### config.mk
export PLATFORM = sky130hd
export DESIGN_NAME = round_robin_schedule_sim_core
export DESIGN_NICKNAME = d
export VERILOG_FILES = /design/src/rtl/core/rrss_pkg.sv /design/src/rtl/core/round_robin_schedule_sim_core.sv
export SDC_FILE = /design/constraint.sdc
export NUM_CORES = 2
export LEC_CHECK = 0
export BUFFER_PORTS_ARGS = -buffer_cell sky130_fd_sc_hd__buf_2
export CAP_MARGIN = 20
export CORE_MARGIN = 2
export CORE_UTILIZATION = 50
export CTS_CLUSTER_DIAMETER = 200
export CTS_CLUSTER_SIZE = 40
export DETAILED_ROUTE_END_ITERATION = 12
export PLACE_DENSITY = 0.68
export SYNTH_ARGS = -nofsm -noshare
export SYNTH_HDL_FRONTEND = slang
export SYNTH_SLANG_ARGS = --single-unit
export TNS_END_PERCENT = 10
### constraint.sdc
create_clock -name clk -period 9.18 [get_ports clk]
set_input_delay 0.918 -clock clk [delete_from_list [all_inputs] [get_ports clk]]
set_output_delay 0.918 -clock clk [all_outputs]
set_load 0.05 [all_outputs]
### src/rtl/core/rrss_pkg.sv
// Package for the round-robin schedule simulator core.
// Holds payload structs, the sequencer state type and fixed constants.
// No dependencies.
`default_nettype none
package rrss_pkg;
	localparam int unsigned TIME_W = 23;
	localparam logic [15:0] RESET_QUANTUM = 16'd10;

	typedef struct packed {
		logic [15:0] arrival_time;
		logic [15:0] burst_length;
		logic        last_process;
	} item_t;

	typedef struct packed {
		logic [5:0]        process_id;
		logic [TIME_W-1:0] completion_time;
		logic [TIME_W-1:0] turnaround;
		logic [TIME_W-1:0] wait_time;
		logic              dropped_flag;
		logic              final_result;
	} result_t;

	typedef enum logic [3:0] {
		ST_IDLE,
		ST_SORT,
		ST_SIM_INIT,
		ST_CHECK,
		ST_JUMP,
		ST_ADMIT,
		ST_POP,
		ST_RUN,
		ST_POST_ADMIT,
		ST_FINISH,
		ST_DONE
	} state_t;
endpackage
`default_nettype wire

### src/rtl/core/round_robin_schedule_sim_core.sv
// Top level of the round-robin schedule simulator core.
// Depends on rrss_pkg for payload structs and the sequencer state type.
//
//  Channel   Handshake           Payload
//  item      start / busy        item (rrss_pkg::item_t)
//  result    result_valid strobe result (rrss_pkg::result_t)
//  config    cfg_valid/cfg_ready cfg_data (time_quantum, 16 bits)
//
// A loading item is taken in ST_IDLE, then ST_SORT shifts once per entry its
// arrival has to pass in the insertion sort of the arrival order and writes
// the item's index. A dropped item is taken in ST_IDLE alone.
// The last item then starts the simulation, which walks slices through one
// shared comparator: CHECK, POP, RUN, POST_ADMIT and FINISH per slice, with
// JUMP and ADMIT ahead of POP when the clock jumps to the next arrival.
// Busy is high over the whole simulation.
// Reset is asynchronous and active low; stores are not cleared. Each result
// is shown for one cycle and the receiver cannot stall it.
`default_nettype none
module round_robin_schedule_sim_core #(
	parameter int unsigned MAX_PROCS = 16
) (
	input  wire logic             clk,
	input  wire logic             arst_n,
	input  wire logic             start,
	output logic                  busy,
	input  wire rrss_pkg::item_t  item,
	output logic                  result_valid,
	output rrss_pkg::result_t     result,
	input  wire logic             cfg_valid,
	output logic                  cfg_ready,
	input  wire logic [15:0]      cfg_data
);
	import rrss_pkg::*;

	localparam int unsigned IW = (MAX_PROCS > 1) ? $clog2(MAX_PROCS) : 1;
	localparam int unsigned CW = $clog2(MAX_PROCS + 1);

	// Per-process stores by load order; ord_mem by rank, ring_mem by slot.
	logic [15:0] arr_mem [MAX_PROCS];
	logic [15:0] bur_mem [MAX_PROCS];
	logic [15:0] rem_mem [MAX_PROCS];
	logic [IW-1:0] ord_mem [MAX_PROCS];
	logic [IW-1:0] ring_mem [MAX_PROCS];

	state_t state_q, state_d;
	logic [15:0] quantum_q;
	logic [CW-1:0] loaded_q, admit_q, done_q, fill_q, pos_q;
	logic [IW-1:0] head_q, tail_q, cur_q;
	logic [TIME_W-1:0] time_q;
	logic ovf_q, last_q;
	logic [15:0] new_arr_q, cur_rem_q;

	// The one shared comparator: arrival of an entry against a reference value.
	logic [IW-1:0] cmp_id;
	logic [TIME_W-1:0] cmp_ref;
	logic cmp_gt;

	function automatic logic [IW-1:0] inc_wrap(input logic [IW-1:0] v);
		return (32'(v) + 1 >= MAX_PROCS) ? '0 : IW'(32'(v) + 1);
	endfunction

	assign cfg_ready = (state_q == ST_IDLE);
	assign busy = (state_q != ST_IDLE);

	logic [IW-1:0] pos_idx, pos_m1, adm_idx;
	assign pos_idx = pos_q[IW-1:0];
	assign pos_m1 = IW'(pos_q - 1'b1);
	assign adm_idx = admit_q[IW-1:0];

	always_comb begin
		cmp_id = ord_mem[pos_m1];
		cmp_ref = TIME_W'(new_arr_q);
		if (state_q != ST_SORT) begin
			cmp_id = ord_mem[adm_idx];
			cmp_ref = time_q;
		end
		cmp_gt = TIME_W'(arr_mem[cmp_id]) > cmp_ref;
	end

	logic [15:0] run_len;
	logic [15:0] q_eff;
	assign q_eff = (quantum_q == 16'd0) ? 16'd1 : quantum_q;
	assign run_len = (cur_rem_q < q_eff) ? cur_rem_q : q_eff;

	// Next state.
	always_comb begin
		state_d = state_q;
		unique case (state_q)
			ST_IDLE: begin
				if (start) begin
					if (32'(loaded_q) < MAX_PROCS) state_d = ST_SORT;
					else if (item.last_process) state_d = ST_SIM_INIT;
				end
			end
			ST_SORT: begin
				if (pos_q == '0 || !cmp_gt) state_d = last_q ? ST_SIM_INIT : ST_IDLE;
			end
			ST_SIM_INIT: state_d = (loaded_q == '0) ? ST_DONE : ST_CHECK;
			ST_CHECK: begin
				if (done_q == loaded_q) state_d = ST_DONE;
				else if (fill_q == '0) state_d = ST_JUMP;
				else state_d = ST_POP;
			end
			ST_JUMP: state_d = ST_ADMIT;
			ST_ADMIT: begin
				if (admit_q == loaded_q || cmp_gt) state_d = ST_POP;
			end
			ST_POP: state_d = ST_RUN;
			ST_RUN: state_d = ST_POST_ADMIT;
			ST_POST_ADMIT: begin
				if (admit_q == loaded_q || cmp_gt) state_d = ST_FINISH;
			end
			ST_FINISH: state_d = ST_CHECK;
			ST_DONE: state_d = ST_IDLE;
			default: state_d = ST_IDLE;
		endcase
	end

	// Datapath registers.
	always_ff @(posedge clk or negedge arst_n) begin
		if (!arst_n) begin
			state_q <= ST_IDLE;
			quantum_q <= RESET_QUANTUM;
			loaded_q <= '0;
			admit_q <= '0;
			done_q <= '0;
			fill_q <= '0;
			head_q <= '0;
			tail_q <= '0;
			time_q <= '0;
			ovf_q <= 1'b0;
			result_valid <= 1'b0;
		end else begin
			state_q <= state_d;
			result_valid <= 1'b0;
			if (cfg_valid && cfg_ready) quantum_q <= cfg_data;
			case (state_q)
				ST_IDLE: begin
					if (start) begin
						last_q <= item.last_process;
						new_arr_q <= item.arrival_time;
						pos_q <= loaded_q;
						if (32'(loaded_q) < MAX_PROCS) begin
							arr_mem[loaded_q[IW-1:0]] <= item.arrival_time;
							bur_mem[loaded_q[IW-1:0]] <= item.burst_length;
							rem_mem[loaded_q[IW-1:0]] <= item.burst_length;
						end else begin
							ovf_q <= 1'b1;
						end
					end
				end
				ST_SORT: begin
					if (pos_q != '0 && cmp_gt) begin
						ord_mem[pos_idx] <= ord_mem[pos_m1];
						pos_q <= pos_q - 1'b1;
					end else begin
						ord_mem[pos_idx] <= loaded_q[IW-1:0];
						loaded_q <= loaded_q + 1'b1;
					end
				end
				ST_SIM_INIT: begin
					head_q <= '0;
					tail_q <= '0;
					fill_q <= '0;
					admit_q <= '0;
					done_q <= '0;
					time_q <= '0;
				end
				ST_JUMP: begin
					if (cmp_gt) time_q <= TIME_W'(arr_mem[cmp_id]);
				end
				ST_ADMIT, ST_POST_ADMIT: begin
					if (admit_q != loaded_q && !cmp_gt) begin
						ring_mem[tail_q] <= cmp_id;
						tail_q <= inc_wrap(tail_q);
						fill_q <= fill_q + 1'b1;
						admit_q <= admit_q + 1'b1;
					end
				end
				ST_POP: begin
					cur_q <= ring_mem[head_q];
					cur_rem_q <= rem_mem[ring_mem[head_q]];
					head_q <= inc_wrap(head_q);
					fill_q <= fill_q - 1'b1;
				end
				ST_RUN: begin
					time_q <= time_q + TIME_W'(run_len);
					cur_rem_q <= cur_rem_q - run_len;
					rem_mem[cur_q] <= cur_rem_q - run_len;
				end
				ST_FINISH: begin
					if (cur_rem_q != 16'd0) begin
						ring_mem[tail_q] <= cur_q;
						tail_q <= inc_wrap(tail_q);
						fill_q <= fill_q + 1'b1;
					end else begin
						done_q <= done_q + 1'b1;
						result_valid <= 1'b1;
						result.process_id <= 6'(cur_q);
						result.completion_time <= time_q;
						result.turnaround <= time_q - TIME_W'(arr_mem[cur_q]);
						result.wait_time <= time_q - TIME_W'(arr_mem[cur_q])
							- TIME_W'(bur_mem[cur_q]);
						result.dropped_flag <= ovf_q;
						result.final_result <= (done_q + 1'b1 == loaded_q);
					end
				end
				ST_DONE: begin
					loaded_q <= '0;
					ovf_q <= 1'b0;
				end
				default: ;
			endcase
		end
	end
endmodule
`default_nettype wire

==> results_dict.tcl <==
set metrics [dict create \
    min_period_over_period_pct 88.9 \
    max_freq_ghz 0.123 \
    fin_skew_ps 53.1 \
    setup-tns-final_ps 0 \
    cts-root-to-sink-buffers 3 \
    postSynth.topFlopCell "sky130_fd_sc_hd__edfxtp_1" \
    worstMarginPinSlew_ps 1170 \
    critical_path.cell_chain "buf_4 > inv_1 > ha_1 > mux4_2 > mux4_2 > a211oi_4 > buf_12 > nor2b_1 > a211oi_1 > a21oi_1 > mux2i_1 > mux2i_1 > ha_1 > a21o_1 > a21o_1 > a21oi_1 > o21ai_0 > a21oi_1 > a21oi_1 > o41ai_1 > nand2_1 > nor3_1" \
    grt.met3_usage_pct 3.70 \
    overflow 0 \
    synth_sequential_area_ratio_pct 65.0 \
    use_met1_pct 36.2 \
    synthesis.area_per_instance_um2 16.7 \
    hold_violations 0 \
    total_standard_cell_area_after_synthesis_um2 49700 \
    wl_mm 131 \
    cts_tree "done" \
    path_clk_slew_ps 150 \
    busiest_grt_layer "met2" \
    multi_input_comb_area_um2 16500 \
    crit_path_end_kind "flip-flop" \
    setup_viol_count_final 0 \
    insertion_delay_ps 700 \
    cell_count_after_synthesis 2984 \
    synth_top_cells_by_area "sky130_fd_sc_hd__edfxtp_1, sky130_fd_sc_hd__mux4_2, sky130_fd_sc_hd__mux2i_1" \
    nets 3258 \
    die_y_um 319 \
    drt_iter0_drc 3516 \
    worst-endpoint-required_ps 9530 \
    drt-vias-per-instance 6.46 \
    grt_pass1_vias 28600 \
    ys_async_rst_share_pct 6.70 \
    worst_hold_path_type "in -> async" \
    vias 28400 \
    area.sequential_um2 32300 \
    final.min_clock_period_ps 8160 \
    groute.layer.met2.usage_pct 41.3 \
    worst-endpoint-arrival_ps 8510 \
    worst_r2r_path_depth 22 \
    rows 115 \
    critical-path-top-cell-by-count "sky130_fd_sc_hd__a21oi_1" \
    cts_buffer_count 31 \
    grt_pass1_wl_mm 191 \
    gp_congestion 0.893 \
    max_cap_viols 0 \
    status "completed" \
    fp.coreArea_um2 98400 \
    post_synth_most_frequent_cells "sky130_fd_sc_hd__edfxtp_1, sky130_fd_sc_hd__mux4_2, sky130_fd_sc_hd__mux2i_1" \
    dr.pass1.iters 6 \
    antenna_violating_nets_left 0 \
    cts.hold.buffers_added 0 \
    floorplan.die_area_um2 102000 \
    htreeDepth 1 \
    maximum_number_of_pins_on_one_net_before_global_route_repair 74 \
    drive_above_1_share_pct 20.3 \
    synth_warnings 0 \
    track_usage_pct 25.4 \
    dp_hpwl_mm 83.4 \
    initial_core_util_pct 50.5 \
    startpoint_type "flip-flop" \
    antenna_found_initial 6 \
    holdWs_ps 228 \
    maxSlewViolCount 0 \
    buffer_ports.inserted 130 \
    critPathMaxFanout 46 \
    yosysTopAreaCellShare_pct 61.2 \
    crit_slowest_cell "sky130_fd_sc_hd__o41ai_1" \
    p_leak_uw 0.0182 \
    ioPinCount 133 \
    timing.critical_path.slowest_cell_delay_ps 900 \
    grt_setup_unrepaired "no" \
    fp.dieW_um 319 \
    synth-edff-count 1013 \
    number_of_filler_instances_in_the_final_layout 7737 \
    area_growth_pct 6.82 \
    resized_gates_after_cts 0 \
    power.density_nw_per_um2 295 \
    yosysMostFrequentCell "sky130_fd_sc_hd__edfxtp_1" \
    detail_route.wl_per_cell_um 29.7 \
    max_transition_margin_pct 21.5 \
    vdd_drop_max_uv 214 \
    remaining_drc_errors 0 \
    clock-sinks 1090 \
    timing_worst_setup_path_type "reg -> reg" \
    cts_root_buf "sky130_fd_sc_hd__clkbuf_16" \
    post-cts-setup-buffers 0 \
    synth_area_leader_cell "sky130_fd_sc_hd__edfxtp_1" \
    yosys_register_bits 1090 \
    synth.distinct_cells 79 \
]
==> through the flow <==
| stage | cells | setup WS, ps | util, % | area, µm² | total power [µW] |
|---|---|---|---|---|---|
| 2_1_floorplan | 2985 | 2720 | - | 49700 | 11500 |
| 3_3_place_gp | 4339 | 1280 | 53.0 | 52200 | 13500 |
| 3_5_place_dp | 4340 | 1020 | 53.0 | 52200 | 13700 |
| 4_1_cts | 4398 | 948 | 54.0 | 53100 | 15700 |
| 5_1_grt | 4400 | 562 | 54.0 | 53100 | 16500 |
| 6_report | 4401 | 1020 | 54.0 | 53100 | 15700 |
==> area by class of cell <==
class / count / area share, %
sequential: 1090 / 60.9
multi-input combinational: 1640 / 31.1
tap: 1287 / 3.03
timing repair buffer: 215 / 2.50
clock buffer: 56 / 1.64
inverter: 108 / 0.763
clock inverter: 2 / 0.0730
antenna: 3 / 0.0141
==> worst paths after layout <==
kind / endpoint / from / slack [ps]
worst min register to register: fill_q[4] / fill_q[4] / 490
max in group asynchronous: fill_q[2] / arst_n / 7780
worst max-delay path: ring_mem[1][1] / pos_q[0] / 1020
worst max register to register: ring_mem[1][1] / pos_q[0] / 1020
worst min-delay path: loaded_q[2] / arst_n / 230
min in group clk: quantum_q[5] / cfg_data[5] / 450
==> power by group <==
part           internal, µW  total, µW  switching (µW)
Sequential             6030       6400             364
Combinational          2930       7230            4300
Clock                   661       2060            1400
==> state kept, by name, indices dropped and copies added (netlist names), 5 cells and up, named ones only <==
| register | count |
|---|---|
| ord_mem | 64 |
| ring_mem | 64 |
| loaded_q | 5 |
| arr_mem | 256 |
| quantum_q | 16 |
| cur_rem_q | 16 |
| done_q | 5 |
| fill_q | 5 |
| rem_mem | 256 |
| bur_mem | 256 |
| time_q | 23 |
| result | 75 |
| admit_q | 5 |
| new_arr_q | 16 |
| pos_q | 5 |
==> per-layer routing <==
layer / share of wire (%) / vias up
li1: - / 12000
met1: 40 / 14800
met2: 48 / 1373
met3: 8.8 / 219
met4: 3.2 / 4
met5: 0.023 / -
==> worst max-delay path: cells and delay by family (launching register included) <==
family	cells	cell delay, ps
flip-flops	1	350
AND/OR/NAND/NOR	3	950
multiplexers	4	1220
adder cells (fa/ha/maj)	2	1210
buffers and inverters	3	890
AO/OA/AOI/OAI	10	3150
==> cell families after synthesis <==
family	count (synthesis)	synth area share (%)
buf+inv	255	2.14
other cells	1	0.00754
compound gates	418	5.49
flops	1090	65.0
xor+xnor	80	1.41
mux	518	18.1
simple gates	503	4.74
fa+ha+maj	119	3.07
==> cells in the final DEF, fill, tap and decap left out, types with 19 or more instances in the layout <==
master,Yosys,routed
sky130_fd_sc_hd__mux2i_1,178,178
sky130_fd_sc_hd__nor3_1,31,30
sky130_fd_sc_hd__clkbuf_16,0,31
sky130_fd_sc_hd__mux4_2,299,298
sky130_fd_sc_hd__a21o_1,45,45
sky130_fd_sc_hd__nand2_1,124,124
sky130_fd_sc_hd__ha_1,114,114
sky130_fd_sc_hd__buf_4,9,82
sky130_fd_sc_hd__a211oi_1,43,43
sky130_fd_sc_hd__buf_2,24,129
sky130_fd_sc_hd__edfxtp_1,1013,1013
sky130_fd_sc_hd__o21ai_0,97,97
sky130_fd_sc_hd__mux2_2,38,38
sky130_fd_sc_hd__nand3_1,34,34
sky130_fd_sc_hd__a21oi_1,94,94
sky130_fd_sc_hd__nand2b_1,19,19
sky130_fd_sc_hd__inv_1,107,107
sky130_fd_sc_hd__nor2_1,170,150
sky130_fd_sc_hd__xor2_1,31,31
sky130_fd_sc_hd__nor2b_1,41,41
sky130_fd_sc_hd__xnor2_1,49,49
sky130_fd_sc_hd__o21a_1,22,22
sky130_fd_sc_hd__dfrtp_1,71,71
sky130_fd_sc_hd__clkbuf_1,91,25
No activity file was read; power rests on OpenSTA's default activity.
